$ cat src/rtl/lru_write_back_block_cache_control_macros.svh
// Assertion macros for the block cache control RTL.
// Included by files that carry concurrent assertions; no other dependencies.
`ifndef LRU_WRITE_BACK_BLOCK_CACHE_CONTROL_MACROS_SVH
`define LRU_WRITE_BACK_BLOCK_CACHE_CONTROL_MACROS_SVH

`ifndef SYNTHESIS
// Same-cycle implication, disabled during reset.
`define LWBC_ASSERT_IMP(label, clk, rst_n, ante, cons) \
    label: assert property (@(posedge clk) disable iff (!rst_n) (ante) |-> (cons)) \
        else $error("assertion failed");
// Next-cycle implication, disabled during reset.
`define LWBC_ASSERT_NEXT(label, clk, rst_n, ante, cons) \
    label: assert property (@(posedge clk) disable iff (!rst_n) (ante) |=> (cons)) \
        else $error("assertion failed");
`else
`define LWBC_ASSERT_IMP(label, clk, rst_n, ante, cons)
`define LWBC_ASSERT_NEXT(label, clk, rst_n, ante, cons)
`endif

`endif

$ cat src/rtl/lwbc_pkg.sv
// Shared types, codes and constants for the block cache control block.
// No dependencies.
package lwbc_pkg;

    localparam int NUM_SLOTS_DEF = 16;

    localparam int BNO_W   = 32;
    localparam int STAMP_W = 32;
    localparam int SLOT_W  = 6;
    localparam int BS_W    = 17;
    localparam int ADDR_W  = 48;

    localparam logic [BS_W-1:0] BLOCK_SIZE_RESET = 17'd4096;
    localparam logic [BS_W-1:0] BLOCK_SIZE_MAX   = 17'd65536;

    localparam logic [1:0] ACT_ACCESS = 2'd0;
    localparam logic [1:0] ACT_MARK   = 2'd1;
    localparam logic [1:0] ACT_WB     = 2'd2;
    localparam logic [1:0] ACT_FLUSH  = 2'd3;

    localparam logic [2:0] KIND_HIT    = 3'd0;
    localparam logic [2:0] KIND_WB     = 3'd1;
    localparam logic [2:0] KIND_FILL   = 3'd2;
    localparam logic [2:0] KIND_DONE   = 3'd3;
    localparam logic [2:0] KIND_ABSENT = 3'd4;
    localparam logic [2:0] KIND_REJECT = 3'd5;

    typedef logic [SLOT_W-1:0] slot_t;

    typedef struct packed {
        logic [1:0]       action;
        logic [BNO_W-1:0] block_number;
        logic             is_write;
    } item_t;

    typedef struct packed {
        logic [2:0]        kind;
        slot_t             slot;
        logic [BNO_W-1:0]  block_addr;
        logic [ADDR_W-1:0] mem_address;
        logic              last;
    } result_t;

    // Search packet travelling down the slot chain.
    typedef struct packed {
        logic               valid;
        logic               flush;
        logic [BNO_W-1:0]   bno;
        logic               found;
        slot_t              found_idx;
        logic               found_dirty;
        logic               have_empty;
        slot_t              empty_idx;
        logic               have_min;
        logic [STAMP_W-1:0] min_stamp;
        slot_t              min_idx;
        logic [BNO_W-1:0]   min_tag;
        logic               min_dirty;
        logic               wb_hit;
        slot_t              wb_idx;
        logic [BNO_W-1:0]   wb_tag;
    } scan_t;

    // Slot update broadcast from the controller.
    typedef struct packed {
        logic               valid;
        slot_t              slot;
        logic               write_tag;
        logic [BNO_W-1:0]   tag;
        logic               write_stamp;
        logic [STAMP_W-1:0] stamp;
        logic               dirty_clr;
        logic               dirty_set;
    } upd_t;

    // Result request into the output stage.
    typedef struct packed {
        logic             valid;
        logic [2:0]       kind;
        slot_t            slot;
        logic [BNO_W-1:0] block_addr;
        logic             use_mul;
        logic             last;
    } emit_t;

endpackage

$ cat src/rtl/lwbc_result.sv
// Output stage: request register, block size scaling multiply, result register.
// Depends on lwbc_pkg.
module lwbc_result (
    input  logic                         clk,
    input  logic                         rst_n,
    input  logic [lwbc_pkg::BS_W-1:0]    block_size,
    input  lwbc_pkg::emit_t              req,
    output lwbc_pkg::result_t            result,
    output logic                         result_valid
);
    import lwbc_pkg::*;

    emit_t                  req_reg;
    logic                   req_valid_reg;
    logic [BS_W-1:0]        bs_eff;
    logic [BNO_W+BS_W-1:0]  product;
    result_t                result_reg, result_next;
    logic                   result_valid_reg;

    always_comb
    begin
        if (block_size == '0)
        begin
            bs_eff = BS_W'(1);
        end
        else if (block_size > BLOCK_SIZE_MAX)
        begin
            bs_eff = BLOCK_SIZE_MAX;
        end
        else
        begin
            bs_eff = block_size;
        end
        product = (BNO_W+BS_W)'(req_reg.block_addr) * (BNO_W+BS_W)'(bs_eff);

        result_next.kind        = req_reg.kind;
        result_next.slot        = req_reg.slot;
        result_next.block_addr  = req_reg.block_addr;
        result_next.mem_address = req_reg.use_mul ? product[ADDR_W-1:0] : '0;
        result_next.last        = req_reg.last;
    end

    always_ff @(posedge clk or negedge rst_n)
    begin
        if (!rst_n)
        begin
            req_valid_reg    <= 1'b0;
            result_valid_reg <= 1'b0;
        end
        else
        begin
            req_valid_reg    <= req.valid;
            result_valid_reg <= req_valid_reg;
        end
    end

    always_ff @(posedge clk)
    begin
        if (req.valid)
        begin
            req_reg <= req;
        end
        if (req_valid_reg)
        begin
            result_reg <= result_next;
        end
    end

    assign result       = result_reg;
    assign result_valid = result_valid_reg;

endmodule

$ cat config.mk
export PLATFORM = sky130hd
export DESIGN_NAME = lwbc_result
export DESIGN_NICKNAME = d
export VERILOG_FILES = /design/src/rtl/lru_write_back_block_cache_control_macros.svh /design/src/rtl/lwbc_pkg.sv /design/src/rtl/lwbc_result.sv
export SDC_FILE = /design/constraint.sdc
export NUM_CORES = 1
export LEC_CHECK = 0
export BUFFER_PORTS_ARGS = -buffer_cell sky130_fd_sc_hd__buf_2
export CAP_MARGIN = 20
export CELL_PAD_IN_SITES_DETAIL_PLACEMENT = 1
export CELL_PAD_IN_SITES_GLOBAL_PLACEMENT = 1
export CORE_AREA = 2 2 212 214
export DETAILED_ROUTE_END_ITERATION = 6
export DIE_AREA = 0 0 214 216
export PLACE_DENSITY_LB_ADDON = 0.08
export SETUP_SLACK_MARGIN = 0.1
export SLEW_MARGIN = 20
export SYNTH_ARGS = -nofsm -noshare
export SYNTH_HDL_FRONTEND = slang
export SYNTH_SLANG_ARGS = --single-unit
$ cat constraint.sdc
create_clock -name clk -period 6.8 [get_ports clk]
set_input_delay 1.36 -clock clk [delete_from_list [all_inputs] [get_ports clk]]
set_output_delay 1.36 -clock clk [all_outputs]
set_load 0.01 [all_outputs]
==> results.md, run 1 <==
* Routing usage on met2 at 0.605
* Hold Path End: result[86]
* WP data required at just over 7 ns
* Fin nets at approximately 3300
* Worst setup EP type: flip-flop
* Wire length per cell at between 20 and 25 µm
* Vias in the first global route at 20200
* Via-per-instance ratio at roughly 5.4
* Flip-flop count of the largest register after layout at 90
* DRT iter0 DRCs at 950
* Synthesis-stage register bit count at between 100 and 150
* Number of enable flip-flop cells after synthesis at 133
* Num ports at about 150
* Post-synthesis cell type count at 64
* WHS at roughly 0.42 ns
* Final WS setup at -1.35 ns
* Die Area at 0.0462 mm²
* Maxcap violations at 0
* CTS tree: done
* Die Height at 216 µm
* Clk buf depth at 2
* Routed vias at 17600
* Fin util at 0.638
* Top FF cell, synth: edfxtp_1
* Setup-failing EPs final at 37
* Worst-path clk slew at 0.07 ns
* Routability cong. at between 0.8 and 0.9
* HP Class: flip-flop to flip-flop
* Failing checks: design-rule violations, negative setup slack
* Antenna cells at 0
* Share of cells above drive strength 1 at 0.292
* Worst clock skew at between 0.015 and 0.02 ns
* Drt total wl at roughly 76000 µm
* Cell Rows at 77
* Pre-CTS setup slack at -1.61 ns
* Overflow after GRT at 0
* Async SR Flop Fraction at 0.0148
* Gr usage total at 0.318
* Worst hold path startpoint: req_reg[39]
* First drt pass iteration count at 7
* Fmax at 123 MHz
* Estimated wirelength of the detail-placed design at ~55000 µm
* RR Startpoint: req_reg[11]
* Crit Path Max Fanout at 6
* GRT busiest layer: met2
* CTS buffer count at 17
* Critical path launch point type: input pin
* R2r endpoint: result[47]
* Pin count of the biggest net entering global routing at 66
* Arr. time, crit path at ~8.4 ns
* Reg2reg setup slack at around 0.04 ns
* Syn_area_per_cell at 9.77 µm²
* Skew-Pair Late Insertion Delay at a little over 0.5 ns
* Core ar. at about 0.044 mm²
* Final worst-path cycle share at 1.20
* Syn-to-layout area delta at 28.7%
* Register-to-Register Path Depth at 20
* Final Instance Area at 0.0280 mm²
* Final hold violations at 0
* WHS Path Cells at 0
* M3 GR Usage at 0.0478
* Gate count after technology mapping at about 2200
* Slew Viols, Final at 0
* Status: finished, violations left
* Clock sink count at 135
* Initial core utilization at 0.496
* Final Critical Period at slightly above 8 ns
* Die width at approximately 210 µm
* Post-synthesis sequential area ratio at 0.186
* Rel. slew slack at 0.327
* Slew @ Worst Pin at about 1.0 ns
* Post-route ant nets at 0
* First-pass GRT wire length at 111000 µm
* Yosys warnings at 0
* Setup CP Type: input pin to flip-flop
* Mapped cell area at roughly 0.022 mm²
* Placed Area at roughly 0.025 mm²
* Root Driver: clkbuf_16
* RSZ-0062 raised after global routing: true
* Number of H-tree levels at 4
* Met1 GRT Util at 0.345
* Synthesized Nets at approximately 2900
* I/O Buffers at roughly 150
* Post-route DRC violation count at 3
* Initial antenna violation count at 2
layer usage:
layer  up-vias  routed length (µm)
li1       7433                   -
met1      9313               26800
met2       591               41500
met3       261                3420
met4         4                4550
met5         -                  27
timing repair:
action / CTS / global route
hold buffers: 0 / 0
resized for setup: 108 / 156
setup endpoints to repair: 38 / 40
setup buffers: 61 / 45
pin swaps: 74 / 114
cloned: 3 / 2
cell families (layout without fill, tap and decap cells):
family,count (synthesis),count (layout),synth area share
muxes,6,6,0.00276
and+or+nand+nor,718,719,0.161
xor gates and xnor gates,35,35,0.0141
DFF,135,135,0.186
adders and majority gates,567,567,0.481
buffers and inverters,618,1033,0.107
AOI/OAI and AO/OA,146,146,0.0482
critical path, stage by stage:
cell and delay [ns]:
buf_8 0.10, nor4_4 0.40, nand4_1 0.22, and2_4 0.26, nor2b_4 0.23, buf_12 0.14
buf_12 0.10, clkbuf_16 0.13, nand2_1 0.06, fa_1 0.57, fa_2 0.46, fa_2 0.54
inv_1 0.06, fa_2 0.60, fa_1 0.43, inv_1 0.14, fa_1 0.50, inv_2 0.10
ha_4 0.22, a21oi_4 0.20, nor2b_1 0.20, o21ai_0 0.17, or3_4 0.37, o211ai_1 0.22
buf_4 0.18, nand2_2 0.08, o21a_1 0.19, mux2i_1 0.13
worst max path at each step:
stage                   start    endpoint  slack [ns]  cells after the start
5_1_grt         block_size[0]  result[35]       -1.41                     30
4_1_cts         block_size[0]  result[37]       -0.96                     27
3_3_place_gp   block_size[14]  result[36]       -1.56                     27
2_1_floorplan  block_size[10]  result[44]       -0.90                     27
3_5_place_dp   block_size[14]  result[36]       -1.61                     27
6_report        block_size[0]  result[47]       -1.35                     28
metrics by stage:
| step | setup TNS [ns] | instances |
|---|---|---|
| after floorplan | -17.53 | 2225 |
| after global placement | -46.69 | 3102 |
| after detailed placement | -50.50 | 3102 |
| after CTS | -26.44 | 3193 |
| after global routing | -41.61 | 3233 |
| final | -37.16 | 3233 |
synth_stat cells (4+ instances only):
library cell  count  share of area
and3_1           11         0.0032
edfxtp_1        133           0.18
and2_1          236          0.068
buf_1             4        0.00069
nand3_1          14         0.0032
nand2_1         349          0.060
a21o_1           25         0.0086
a31oi_1           9         0.0026
inv_1           504          0.087
nand4_1           8         0.0023
fa_1            448           0.41
o21bai_1         11         0.0038
o21a_1            8         0.0028
mux2i_1           6         0.0028
nor3_1           10         0.0023
nor4_1            5         0.0014
o21ai_0          13         0.0030
ha_1            119          0.068
o211ai_1          6         0.0021
xor2_1           16         0.0064
nor2b_1          23         0.0066
a21oi_1          42         0.0097
nand2b_1          6         0.0017
nor2_1           43         0.0074
clkbuf_1        106          0.018
xnor2_1          19         0.0077
cell type report:
cell class | count | area (µm²)
Clock inverter | 14 | 211
Clock buffer | 18 | 439
Sequential cell | 135 | 4050
Multi-Input combinational cell | 1473 | 16700
Timing Repair Buffer | 496 | 3940
Fill cell | 4741 | 15900
Inverter | 505 | 1900
Tap cell | 592 | 741
cell usage in the layout (no fill, tap or decap), drive strengths merged, types with 3 or more instances in the layout:
| cell | count |
|---|---|
| o21ai | 18 |
| nand2b | 6 |
| nand3 | 14 |
| o21bai | 11 |
| buf | 494 |
| clkinvlp | 3 |
| a2111oi | 4 |
| nor2 | 43 |
| edfxtp | 133 |
| inv | 511 |
| o211ai | 6 |
| nand4 | 8 |
| xnor2 | 19 |
| nor3 | 10 |
| or3 | 3 |
| nor2b | 23 |
| fa | 448 |
| xor2 | 16 |
| a21oi | 44 |
| and2 | 237 |
| nor4 | 5 |
| clkbuf | 20 |
| and4 | 3 |
| nand2 | 350 |
| ha | 119 |
| o21a | 8 |
| a21o | 26 |
| a31oi | 10 |
| and3 | 12 |
| mux2i | 6 |
| bufinv | 4 |
Power of run 1 is left out: the tool's default activity adds up to more than one toggle a clock period on the data nets, which glitch-free logic cannot reach.
==> run 2, diff against run 1 <==
Settings changed: ABC_CLOCK_PERIOD_IN_PS set to 9100, GPL_ROUTABILITY_DRIVEN set to 0.
Clock period 6.8 ns to 9.1 ns, I/O delays scaled along.
==> run 2 against run 1 <==
Effect of this change: clock-buffer cell count is 1 lower; highest routed layer is now met4; the run now ends clean; register-to-register slack better by 2.1 ns; final cell count is 7.7% lower; critical path depth is 1 higher; largest cell class unchanged; flip-flop and latch count stayed put; critical path type unchanged.
==> results.md, run 2 (synthesis results as in run 1) <==
* Syn-to-layout area delta at 11.9%
* Final Critical Period at a little under 9 ns
* Fin util at 0.555 (-0.0830)
* Core ar. at 0.0438 mm² (unchanged)
* Fin nets at 3009 (-7.6%)
* Critical-path top delay cell: fa_1
* Share of cells above drive strength 1 at 0.133 (-0.160)
* I/O Buffers at 153 (unchanged)
* Switching part of the total at 0.510
* Die Height at 216 µm (unchanged)
* Slew Viols, Final at 0 (unchanged)
* Worst clock skew at 0.0111 ns (-0.00879 ns)
* Status: finished, final reports clean
* Flop pwr share at 0.105
* Register-to-Register Path Depth at 22 (+10%)
* Clock sink count at 135 (unchanged)
* Initial antenna violation count at 1 (-1)
* Tot Pwr at ~9.9 mW
* DRT iter0 DRCs at 724 (-24%)
* Fmax at approximately 120 MHz
* Antenna cells at 0 (unchanged)
* Post-route DRC violation count at 0 (-3)
* Flip-flop count of the largest register after layout at 90 (unchanged)
* Crit Path Max Fanout at 24 (+18)
* Pwr dens at just over 400 mW/mm²
* Final Instance Area at 0.0243 mm² (-13%)
* Vias in the first global route at 19300 (-4.7%)
* Estimated wirelength of the detail-placed design at 50700 µm (-7.3%)
* Pre-CTS setup slack at -0.106 ns (+1.50 ns)
* Num ports at 154 (unchanged)
* Setup-failing EPs final at 0 (-100%)
* Initial core utilization at 0.496 (unchanged)
* Rel. slew slack at 0.308 (-0.0185)
* Max incr delay on CP at 0.55 ns (-0.05 ns)
* Cts hold-fix bufs at 0 (unchanged)
* Sw power at roughly 5.0 mW
* First drt pass iteration count at 5 (-2)
* Fillers at 4944 (+4.3%)
* Most frequent cells in the layout: inv_1 (504), fa_1 (448), nand2_1 (349)
* Number of H-tree levels at 4 (unchanged)
* Wire length per cell at 21.9 µm (-7.2%)
* Final hold violations at 0 (unchanged)
* CTS tree: done
* Critical path launch point type: input pin
* Skew-Pair Late Insertion Delay at 0.48 ns (-0.03 ns)
* Post-route ant nets at 0 (unchanged)
* Number of instances in the placed design at 2952 (-4.8%)
* Arr. time, crit path at 8.87 ns (+0.48 ns)
* Fin cells at 2984 (-7.7%)
* Worst setup EP type: flip-flop
* Combinational share of power at 0.823
* Final WS setup at 0.440 ns (+1.79 ns)
* Die Area at 0.0462 mm² (unchanged)
* HP Class: flip-flop to flip-flop
* Leakage at approximately 12 nW
* Gr usage total at 0.304 (-0.0137)
* Pin count of the biggest net entering global routing at 67 (+1.5%)
* Setup CP Type: input pin to flip-flop
* Slew @ Worst Pin at 1.04 ns (+0.0277 ns)
* Clk buf depth at 2 (unchanged)
* Routed vias at 16000 (-9.0%)
* Placed Area at 0.0237 mm² (-5.9%)
* CTS buffer count at 17 (unchanged)
* Via-per-instance ratio at 5.37 (-1.4%)
* Most used cell, CP: fa_1
* Drt total wl at 65400 µm (-14%)
* Maxcap violations at 0 (unchanged)
* Worst-path clk slew at 0.07 ns (about the same)
* WP data required at 9.31 ns (+2.27 ns)
* Overflow after GRT at 0 (unchanged)
* First-pass GRT wire length at 106000 µm (-4.4%)
* Final worst-path cycle share at 0.952
* Peak supply drop at between 0.4 and 0.5 mV
* RSZ-0062 raised after global routing: false
* Commonest non-fill, non-tap cell in the layout: inv_1
* Clock power share at 0.072
* WHS Path Cells at 0 (unchanged)
* Die width at 214 µm (unchanged)
* Internal Pwr Total at between 4 and 5 mW
* Root Driver: clkbuf_16
* Cell Rows at 77 (unchanged)
[run 2: cell types whose count changed in the layout (fill, tap and decap cells not counted), moves of 17 or more]
cell     before  now
nand2_2      21    1
inv_1       473  504
buf_6        42    0
fa_1        422  448
buf_12       28   11
buf_4       272   84
ha_1         89  119
a21oi_1      19   41
inv_2        31    0
ha_4         27    0
nand2_1     324  349
fa_2         26    0
[run 2: routing by layer]
layer	track usage	routed length (µm)	up-vias
li1	-	-	6932
met1	0.340	24600	8556
met2	0.580	35700	382
met3	0.0357	2190	154
met4	0.133	2870	0
met5	0	0	-
[run 2: power by group through the flow]
stage / clock network, mW / registers [mW] / logic [mW]
floorplan: 0 / 1.03 / 4.98
global placement: 0 / 1.04 / 7.83
detailed placement: 0 / 1.05 / 8.07
CTS: 0.725 / 1.04 / 8.16
global route: 0.746 / 1.05 / 9.04
finish: 0.711 / 1.03 / 8.13
[run 2: path summary, 6_finish.rpt]
kind                       slack, ns           from       endpoint
setup / recovery                0.44  block_size[4]     result[44]
min in group asynchronous       1.12          rst_n  req_valid_reg
hold / removal                  0.42    req_reg[36]     result[83]
hold reg to reg                 0.42    req_reg[36]     result[83]
max in group asynchronous       7.87          rst_n  req_valid_reg
setup reg to reg                2.10    req_reg[28]     result[44]
[run 2: what timing repair did]
action	in CTS	in global routing
buffers inserted	0	0
setup endpoints to repair	0	13
gates resized for setup	0	7
[run 2: worst max-delay path, delay by kind of cell]
| family | cells | cell delay, ns |
|---|---|---|
| xor+xnor | 1 | 0.18 |
| buf+inv | 8 | 0.77 |
| compound gates | 5 | 1.38 |
| simple gates | 8 | 1.27 |
| fa+ha+maj | 7 | 3.42 |
[run 2: layout make-up]
cell class	count	area, µm²	area share
Tap cell	592	741	0.0304
Multi-Input combinational cell	1472	15400	0.635
Inverter	505	1900	0.0779
Clock inverter	15	161	0.00663
Clock buffer	17	425	0.0175
Sequential cell	135	4050	0.166
Timing Repair Buffer	248	1620	0.0664
[run 2: through the flow]
stage	hold slack, ns	TNS (ns)
4_1_cts	0.421	0
5_1_grt	0.422	0
2_1_floorplan	0.400	0
3_3_place_gp	0.400	0
6_report	0.417	0
3_5_place_dp	0.406	-0.339
Note: power is estimated with default switching activity, not from simulation.
