<file path="config.mk">
export PLATFORM = sky130hd
export DESIGN_NAME = lwbc_cell
export DESIGN_NICKNAME = d
export VERILOG_FILES = /design/src/rtl/lru_write_back_block_cache_control_macros.svh /design/src/rtl/lwbc_pkg.sv /design/src/rtl/lwbc_cell.sv
export SDC_FILE = /design/constraint.sdc
export NUM_CORES = 1
export LEC_CHECK = 0
export ABC_AREA = 0
export BUFFER_PORTS_ARGS = -buffer_cell sky130_fd_sc_hd__buf_2
export CAP_MARGIN = 20
export CORE_MARGIN = 2
export CORE_UTILIZATION = 25
export CTS_CLUSTER_SIZE = 16
export DETAILED_ROUTE_END_ITERATION = 8
export MAX_ROUTING_LAYER = met4
export PLACE_DENSITY = 0.57
export SETUP_SLACK_MARGIN = 0.02
export SLEW_MARGIN = 40
export SYNTH_ARGS = -nofsm -noshare
export SYNTH_HDL_FRONTEND = slang
export SYNTH_SLANG_ARGS = --single-unit
</file>
<file path="constraint.sdc">
create_clock -name clk -period 4.15 [get_ports clk]
set_input_delay 0.83 -clock clk [delete_from_list [all_inputs] [get_ports clk]]
set_output_delay 0.83 -clock clk [all_outputs]
set_load 0.02 [all_outputs]
</file>
<file path="src/rtl/lru_write_back_block_cache_control_macros.svh">
// Assertion macros for the block cache control RTL.
// Included by files that carry concurrent assertions; no other dependencies.
`ifndef LRU_WRITE_BACK_BLOCK_CACHE_CONTROL_MACROS_SVH
`define LRU_WRITE_BACK_BLOCK_CACHE_CONTROL_MACROS_SVH

`ifndef SYNTHESIS
// Same-cycle implication, disabled during reset.
`define LWBC_ASSERT_IMP(label, clk, rst_n, ante, cons) \
    label: assert property (@(posedge clk) disable iff (!rst_n) (ante) |-> (cons)) \
        else $error("assertion failed");
// Next-cycle implication, disabled during reset.
`define LWBC_ASSERT_NEXT(label, clk, rst_n, ante, cons) \
    label: assert property (@(posedge clk) disable iff (!rst_n) (ante) |=> (cons)) \
        else $error("assertion failed");
`else
`define LWBC_ASSERT_IMP(label, clk, rst_n, ante, cons)
`define LWBC_ASSERT_NEXT(label, clk, rst_n, ante, cons)
`endif

`endif

</file>
<file path="src/rtl/lwbc_pkg.sv">
// Shared types, codes and constants for the block cache control block.
// No dependencies.
package lwbc_pkg;

    localparam int NUM_SLOTS_DEF = 16;

    localparam int BNO_W   = 32;
    localparam int STAMP_W = 32;
    localparam int SLOT_W  = 6;
    localparam int BS_W    = 17;
    localparam int ADDR_W  = 48;

    localparam logic [BS_W-1:0] BLOCK_SIZE_RESET = 17'd4096;
    localparam logic [BS_W-1:0] BLOCK_SIZE_MAX   = 17'd65536;

    localparam logic [1:0] ACT_ACCESS = 2'd0;
    localparam logic [1:0] ACT_MARK   = 2'd1;
    localparam logic [1:0] ACT_WB     = 2'd2;
    localparam logic [1:0] ACT_FLUSH  = 2'd3;

    localparam logic [2:0] KIND_HIT    = 3'd0;
    localparam logic [2:0] KIND_WB     = 3'd1;
    localparam logic [2:0] KIND_FILL   = 3'd2;
    localparam logic [2:0] KIND_DONE   = 3'd3;
    localparam logic [2:0] KIND_ABSENT = 3'd4;
    localparam logic [2:0] KIND_REJECT = 3'd5;

    typedef logic [SLOT_W-1:0] slot_t;

    typedef struct packed {
        logic [1:0]       action;
        logic [BNO_W-1:0] block_number;
        logic             is_write;
    } item_t;

    typedef struct packed {
        logic [2:0]        kind;
        slot_t             slot;
        logic [BNO_W-1:0]  block_addr;
        logic [ADDR_W-1:0] mem_address;
        logic              last;
    } result_t;

    // Search packet travelling down the slot chain.
    typedef struct packed {
        logic               valid;
        logic               flush;
        logic [BNO_W-1:0]   bno;
        logic               found;
        slot_t              found_idx;
        logic               found_dirty;
        logic               have_empty;
        slot_t              empty_idx;
        logic               have_min;
        logic [STAMP_W-1:0] min_stamp;
        slot_t              min_idx;
        logic [BNO_W-1:0]   min_tag;
        logic               min_dirty;
        logic               wb_hit;
        slot_t              wb_idx;
        logic [BNO_W-1:0]   wb_tag;
    } scan_t;

    // Slot update broadcast from the controller.
    typedef struct packed {
        logic               valid;
        slot_t              slot;
        logic               write_tag;
        logic [BNO_W-1:0]   tag;
        logic               write_stamp;
        logic [STAMP_W-1:0] stamp;
        logic               dirty_clr;
        logic               dirty_set;
    } upd_t;

    // Result request into the output stage.
    typedef struct packed {
        logic             valid;
        logic [2:0]       kind;
        slot_t            slot;
        logic [BNO_W-1:0] block_addr;
        logic             use_mul;
        logic             last;
    } emit_t;

endpackage

</file>
<file path="src/rtl/lwbc_cell.sv">
// One cache slot: tag, stamp and dirty bit, plus one stage of the search chain.
// Depends on lwbc_pkg.
module lwbc_cell #(
    parameter int IDX = 0
) (
    input  logic          clk,
    input  logic          rst_n,
    input  lwbc_pkg::scan_t pkt_in,
    input  lwbc_pkg::upd_t  upd,
    output lwbc_pkg::scan_t pkt_out
);
    import lwbc_pkg::*;

    localparam slot_t MY_IDX = SLOT_W'(IDX);

    logic [BNO_W-1:0]   tag_reg, tag_next;
    logic [STAMP_W-1:0] stamp_reg, stamp_next;
    logic               dirty_reg, dirty_next;
    logic               pkt_valid_reg;
    scan_t              pkt_reg, pkt_next;

    always_comb
    begin
        pkt_next        = pkt_in;
        pkt_next.wb_hit = 1'b0;
        if (pkt_in.flush)
        begin
            if (dirty_reg)
            begin
                pkt_next.wb_hit = 1'b1;
                pkt_next.wb_idx = MY_IDX;
                pkt_next.wb_tag = tag_reg;
            end
        end
        else
        begin
            if (!pkt_in.found && tag_reg == pkt_in.bno)
            begin
                pkt_next.found       = 1'b1;
                pkt_next.found_idx   = MY_IDX;
                pkt_next.found_dirty = dirty_reg;
            end
            if (!pkt_in.have_empty && tag_reg == '0)
            begin
                pkt_next.have_empty = 1'b1;
                pkt_next.empty_idx  = MY_IDX;
            end
            // strict compare keeps the first slot among equal stamps
            if (!pkt_in.have_min || stamp_reg < pkt_in.min_stamp)
            begin
                pkt_next.have_min  = 1'b1;
                pkt_next.min_stamp = stamp_reg;
                pkt_next.min_idx   = MY_IDX;
                pkt_next.min_tag   = tag_reg;
                pkt_next.min_dirty = dirty_reg;
            end
        end
    end

    always_comb
    begin
        tag_next   = tag_reg;
        stamp_next = stamp_reg;
        dirty_next = dirty_reg;
        if (pkt_in.valid && pkt_in.flush)
        begin
            dirty_next = 1'b0;
        end
        if (upd.valid && upd.slot == MY_IDX)
        begin
            if (upd.write_tag)
            begin
                tag_next = upd.tag;
            end
            if (upd.write_stamp)
            begin
                stamp_next = upd.stamp;
            end
            dirty_next = (dirty_reg && !upd.dirty_clr) || upd.dirty_set;
        end
    end

    always_ff @(posedge clk or negedge rst_n)
    begin
        if (!rst_n)
        begin
            tag_reg       <= '0;
            stamp_reg     <= '0;
            dirty_reg     <= 1'b0;
            pkt_valid_reg <= 1'b0;
        end
        else
        begin
            tag_reg       <= tag_next;
            stamp_reg     <= stamp_next;
            dirty_reg     <= dirty_next;
            pkt_valid_reg <= pkt_in.valid;
        end
    end

    always_ff @(posedge clk)
    begin
        if (pkt_in.valid)
        begin
            pkt_reg <= pkt_next;
        end
    end

    always_comb
    begin
        pkt_out       = pkt_reg;
        pkt_out.valid = pkt_valid_reg;
    end

endmodule

</file>
==> summary.txt, run 1 <==
STA
  – Worst Tran Pin Value: 0.8117 ns
  – Max Clk Rate: 0.3111 GHz
  – Final Skew: 0.01789 ns
  – Hold Vio Cnt, Final: 0
  – RSZ-0062 raised after global routing: false
  – Final period utilization: just under 80%
  – Slew headroom: 45.89%
  – Final min period: between 3 and 4 ns
  – Slew Viols, Final: 0
  – Setup TNS: 0 ns
  – Count of final setup violators: 0
  – Post-route setup slack: around 0.94 ns

Power
  – Seq pwr share: a little under half
  – Net Sw Frac: 25.95%
  – Peak supply drop: about 0.23 mV
  – Internal power: 4.240 mW
  – Power Dens Cells: roughly 430 nW/µm²
  – NetSw: between 1 and 1.5 mW
  – Clock share of power: between 30% and 40%
  – Comb power frac: between 10 and 15%
  – Lkg Pwr: between 6 and 7 nW

Setup path
  – Worst Reg-to-Reg Cells: 8
  – CP Capture Type: register
  – Arr. time, crit path: 3.50 ns
  – Worst setup path start: pkt_in[84]
  – Delay-heaviest family, CP: compound AO/OA/AOI/OAI gates
  – Reg2reg start: stamp_reg[6]
  – Levels on crit path: 10
  – R2r endpoint: pkt_out[85]
  – WP data required: around 4.4 ns
  – Setup crit end: pkt_out[85]
  – CP cell instances: buf_2 > inv_1 > ha_1 > a21o_1 > a221oi_1 > o31ai_1 > a211o_1 > a41oi_4 > buf_4 > mux2_2
  – Buffer and inverter count on the worst path: 3
  – Reg2reg setup slack: between 0.9 and 1 ns
  – Slowest cell on crit path: buf_4
  – Worst-path maximum fanout: 29
  – Crit start category: primary input
  – Worst path max stage delay: between 0.4 and 0.5 ns
  – Kind of critical path: primary input to register

Placed design
  – DP HPWL: about 24,000 µm
  – RD Place Congestion: 0.8124
  – # port buffers: between 300 and 400
  – Pre-CTS WS: 0.3564 ns

Clocking
  – Cts repair resizes: 0
  – Worst skew pair latency: around 0.55 ns
  – Clock buffer depth: 3
  – CTS root buf: clkbuf_16
  – Clock edge transition at the registers on the reported setup and hold paths: about 0.06 ns
  – Post-CTS setup buffers: 0
  – Sink Count: 225
  – CTS buffer count: 27
  – TritonCTS clock tree: done
  – Depth of the CTS H-tree: 1
  – Hold buffers post-CTS: 0

Routing
  – Final wirelength: approximately 32,000 µm
  – Vias per std cell: between 4 and 5
  – First drt pass iteration count: 4
  – Vias after detailed routing: roughly 6,700
  – DR WL/cell: between 20 and 25 µm
  – Drt initial violations: 309
  – Antenna Nets Post-Route: 0
  – DR DRC count: 0

Synthesis
  – Post-synthesis register bit count: ~230
  – Number of synthesized flops with an enable pin: ~160
  – Cell taking the most area after synthesis: edfxtp_1
  – XOR/XNOR Fraction of Synth Area: approximately 2.9%
  – Top-count cell post-synth: edfxtp_1
  – Seq/Total Area, Yosys: between 60% and 70%
  – Synth async-reset ratio: a little under 30%
  – Commonest cells in the netlist: edfxtp_1, mux2_2, dfrtp_1
  – Synthesized area: between 9000 and 10,000 µm²
  – Post-Synth Simple-Gate Area: approximately 4.6%
  – Synth area leaders: edfxtp_1, mux2_2, dfrtp_1
  – Post-synth top flop: edfxtp_1
  – Synth Area in Adders: ~3.9%
  – Post-synthesis mux area share: between 10% and 20%
  – Synth cell types: 39
  – Largest family of logic cells by synthesized area: multiplexers
  – Syn nets: slightly below 900
  – Compound-Gate Fraction of Synth Area: between 2 and 2.5%
  – Syn avg cell area: around 16 µm²
  – Synth Instances: slightly above 600
  – Synth top area share: about half
  – Syn. warnings: 0

Hold path
  – Hold crit path type: primary input to async pin

GRT
  – Vias in the first global route: around 7,000
  – Largest net degree at the start of global routing: 73
  – Global route overflow: 0
  – Gr usage total: between 15 and 20%
  – Antenna violations before repair: 7
  – Global-route wire length before repair: between 40,000 and 50,000 µm

Die
  – Initial Util: between 20% and 30%
  – IO Pins: a little under 400
  – Die width: 202.3 µm
  – Die area: around 41,000 µm²
  – Die Ht: 202.3 µm
  – Std cell rows: just over 70
  – Core area: just under 40,000 µm²

Status
  – Outcome: complete, no violations

Finish
  – Sequential cell area: approximately 6400 µm²
  – Final net count: ~1,300
  – Area of the multi-input gates: around 3200 µm²
  – Share of cells above drive strength 1: 58.14%
  – Area grow syn2layout: 35.30%
  – Max reg flops: around 160
  – Fillcell total: 3,867

Flow run
  – Max-cap viol count: 0
placed cells by master, fill, tap and decap left out, types with 11 or more instances in the layout:
cell,instances
edfxtp_1,159
clkbuf_16,27
dfrtp_1,66
nor2b_1,18
nor4_1,15
inv_1,33
mux2_2,157
a21oi_1,11
xor2_1,29
ha_1,31
buf_2,393
power by group through the flow:
stage / combinational (mW) / clock [mW] / sequential (mW)
finish: 0.783 / 2.23 / 2.71
global route: 0.848 / 2.39 / 2.73
CTS: 0.791 / 2.30 / 2.71
global placement: 0.778 / 0 / 2.76
detailed placement: 0.788 / 0 / 2.76
floorplan: 0.275 / 0 / 2.88
kinds of logic (layout without fill, tap and decap cells):
kind of cell	count (synthesis)	count (layout)
compound gates	29	29
buf+inv	51	488
simple gates	77	77
xor+xnor	32	32
flops	225	225
other cells	0	4
mux	162	162
fa+ha+maj	31	31
stage by stage:
stage | total power, mW | hold slack [ns] | area, µm² | utilization, % | cells
3_3_place_gp | 3.534 | 0.4998 | 12460 | 32.16 | 1514
2_1_floorplan | 3.153 | 0.4874 | 9826 | - | 607
5_1_grt | 5.969 | 0.3482 | 13290 | 34.32 | 1566
3_5_place_dp | 3.546 | 0.5087 | 12470 | 32.19 | 1514
4_1_cts | 5.810 | 0.3210 | 13280 | 34.29 | 1562
6_report | 5.726 | 0.3066 | 13290 | 34.32 | 1566
how the worst min path moves through the flow:
stage / from / endpoint / cells after the start
after floorplan: stamp_reg[0] / stamp_reg[0] / 1
after global placement: stamp_reg[0] / stamp_reg[0] / 1
after detailed placement: stamp_reg[0] / stamp_reg[0] / 1
after CTS: rst_n / tag_reg[31] / 1
after global routing: rst_n / tag_reg[24] / 1
final: rst_n / tag_reg[24] / 1
routing by layer:
| layer | global-route usage (%) | vias to the layer above | wire length (µm) |
|---|---|---|---|
| li1 | - | 3118 | - |
| met2 | 25.34 | 216 | 15690 |
| met1 | 19.56 | 3299 | 13690 |
| met3 | 2.419 | 38 | 1572 |
| met4 | 4.145 | 0 | 552 |
| met5 | - | - | 0 |
area by class of cell:
type                    count  share of cell area [%]
clock buffers              38                   5.544
flip-flops and latches    225                   48.34
well taps                 518                   4.875
diodes                      4                 0.07529
repair buffers            407                   15.83
inverters                  33                  0.9318
multi-input cells         331                   23.82
clock inverters            10                  0.5835
Note: power is estimated with default switching activity, not from simulation.
==> run 2, diff against run 1 <==
==> constraint.sdc (replaced) <==
create_clock -name clk -period 3.35 [get_ports clk]
set_input_delay 0.67 -clock clk [delete_from_list [all_inputs] [get_ports clk]]
set_output_delay 0.67 -clock clk [all_outputs]
set_load 0.02 [all_outputs]
==> summary.txt, run 2 (same netlist as run 1, synthesis figures left out) <==
Routing
  – Final wirelength: about 31,000 µm
  – First drt pass iteration count: 4
  – Antenna Nets Post-Route: 0
  – DR WL/cell: approximately 20 µm
  – Vias per std cell: around 4.3
  – Drt initial violations: between 200 and 250
  – DR DRC count: 0
  – Vias after detailed routing: roughly 6,700

Clocking
  – Post-CTS setup buffers: 0
  – CTS root buf: clkbuf_16
  – Hold buffers post-CTS: 0
  – Clock edge transition at the registers on the reported setup and hold paths: around 0.06 ns
  – Sink Count: between 200 and 250
  – TritonCTS clock tree: done
  – Cts repair resizes: 0
  – Worst skew pair latency: about 0.55 ns
  – Clock buffer depth: 3
  – Depth of the CTS H-tree: 1
  – CTS buffer count: 27

Power
  – Lkg Pwr: between 6 and 7 nW
  – Power Dens Cells: roughly 530 nW/µm²
  – Peak supply drop: 0.3166 mV

Setup path
  – Worst path max stage delay: between 0.3 and 0.4 ns
  – CP cell instances: ha_1 > a21o_1 > a221oi_1 > o31ai_1 > a211o_1 > a41oi_4 > buf_12 > mux2_2
  – Slowest cell on crit path: dfrtp_1
  – Kind of critical path: register to register
  – CP Capture Type: register
  – Worst-path maximum fanout: 40
  – Arr. time, crit path: roughly 3.3 ns
  – Worst Reg-to-Reg Cells: 8
  – Crit start category: register
  – WP data required: 3.64 ns

STA
  – Slew headroom: about half
  – Final min period: slightly below 3 ns
  – Setup TNS: 0 ns
  – Max Clk Rate: ~0.34 GHz
  – RSZ-0062 raised after global routing: false
  – Slew Viols, Final: 0
  – Worst Tran Pin Value: 0.7342 ns
  – Final period utilization: between 80% and 90%
  – Hold Vio Cnt, Final: 0
  – Final Skew: about 0.021 ns
  – Count of final setup violators: 0

Finish
  – Final Core Density: between 30% and 40%
  – Commonest non-fill, non-tap cells in the layout: buf_2, edfxtp_1, mux2_2
  – Fillcell total: around 3,900
  – Max reg flops: approximately 160
  – Area grow syn2layout: 36.00%
  – Most common cell after layout, fill and taps aside: buf_2
  – Sequential cell area: between 6000 and 7000 µm²
  – Final net count: around 1,300
  – Area of the multi-input gates: around 3200 µm²
  – Share of cells above drive strength 1: about three fifths

Placed design
  – DP HPWL: approximately 23,000 µm
  – # port buffers: 395
  – RD Place Congestion: 0.8083

GRT
  – Global route overflow: 0
  – Gr usage total: roughly 15%
  – Global-route wire length before repair: about 45,000 µm
  – Largest net degree at the start of global routing: 67
  – Vias in the first global route: a little under 7,000
  – Antenna violations before repair: 3

Die
  – IO Pins: slightly below 400
  – Initial Util: between 20% and 30%
  – Std cell rows: slightly above 70
  – Core area: between 30,000 and 40,000 µm²
  – Die width: between 200 and 250 µm
  – Die Ht: roughly 200 µm
  – Die area: just over 40,000 µm²

Flow run
  – Max-cap viol count: 0

Hold path
  – Hold crit path type: primary input to async pin

Status
  – Outcome: complete, no violations
run 2: changes by cell type in the layout (fill, tap and decap cells not counted):
cell / delta
nor4_1: +1
clkbuf_1: +1
diode_2: -1
buf_12: +3
clkinv_1: -2
clkinvlp_4: -1
nor4_2: -1
clkinv_2: +3
clkbuf_8: +1
run 2: where the power goes:
part	total [mW]	internal, mW	switching (mW)
logic	0.971	0.430	0.542
clock network	2.79	1.63	1.16
registers	3.36	3.23	0.128
total	7.12	5.29	1.83
run 2: area by class of cell:
type                       count  share of cell area, %
multi-input combinational    331                  23.65
antenna                        3                0.05618
clock buffer                  40                  5.646
tap                          518                  4.850
clock inverter                10                 0.5805
inverter                      33                 0.9270
timing repair buffer         410                  16.20
sequential                   225                  48.09
run 2: per-stage QoR:
step                hold slack [ns]  setup slack [ns]  total power [mW]  instance area, µm²  cells
floorplan                    0.3744            0.3937             3.906                9826    607
global placement             0.4998          -0.08200             4.383               12520   1517
detailed placement           0.5087          -0.08386             4.398               12520   1517
CTS                          0.1667            0.3219             7.222               13360   1567
global route                 0.1952            0.2317             7.432               13360   1570
finish                       0.1526            0.3675             7.117               13360   1570
run 2: worst max-delay path: cells and delay by family (launching register included):
family / cells / cell delay (ns)
flops: 1 / 0.39
fa+ha+maj: 1 / 0.29
compound gates: 5 / 1.36
buf+inv: 1 / 0.29
mux: 1 / 0.37
run 2: worst paths after layout:
| path | endpoint | start | slack [ns] |
|---|---|---|---|
| worst min register to register | stamp_reg[0] | stamp_reg[0] | 0.52 |
| max in group asynchronous | stamp_reg[26] | rst_n | 2.69 |
| worst max register to register | pkt_out[59] | stamp_reg[6] | 0.37 |
| worst max-delay path | pkt_out[59] | stamp_reg[6] | 0.37 |
| worst min-delay path | tag_reg[25] | rst_n | 0.15 |
| min in group clk | pkt_out[157] | pkt_in[157] | 0.32 |
run 2: per-layer routing:
metal,vias up,track usage (%),share of wire (%)
met2,206,24.57,49
met3,41,3.015,6.4
met5,-,-,0
li1,3145,-,-
met1,3295,19.09,42
met4,0,4.380,2.0
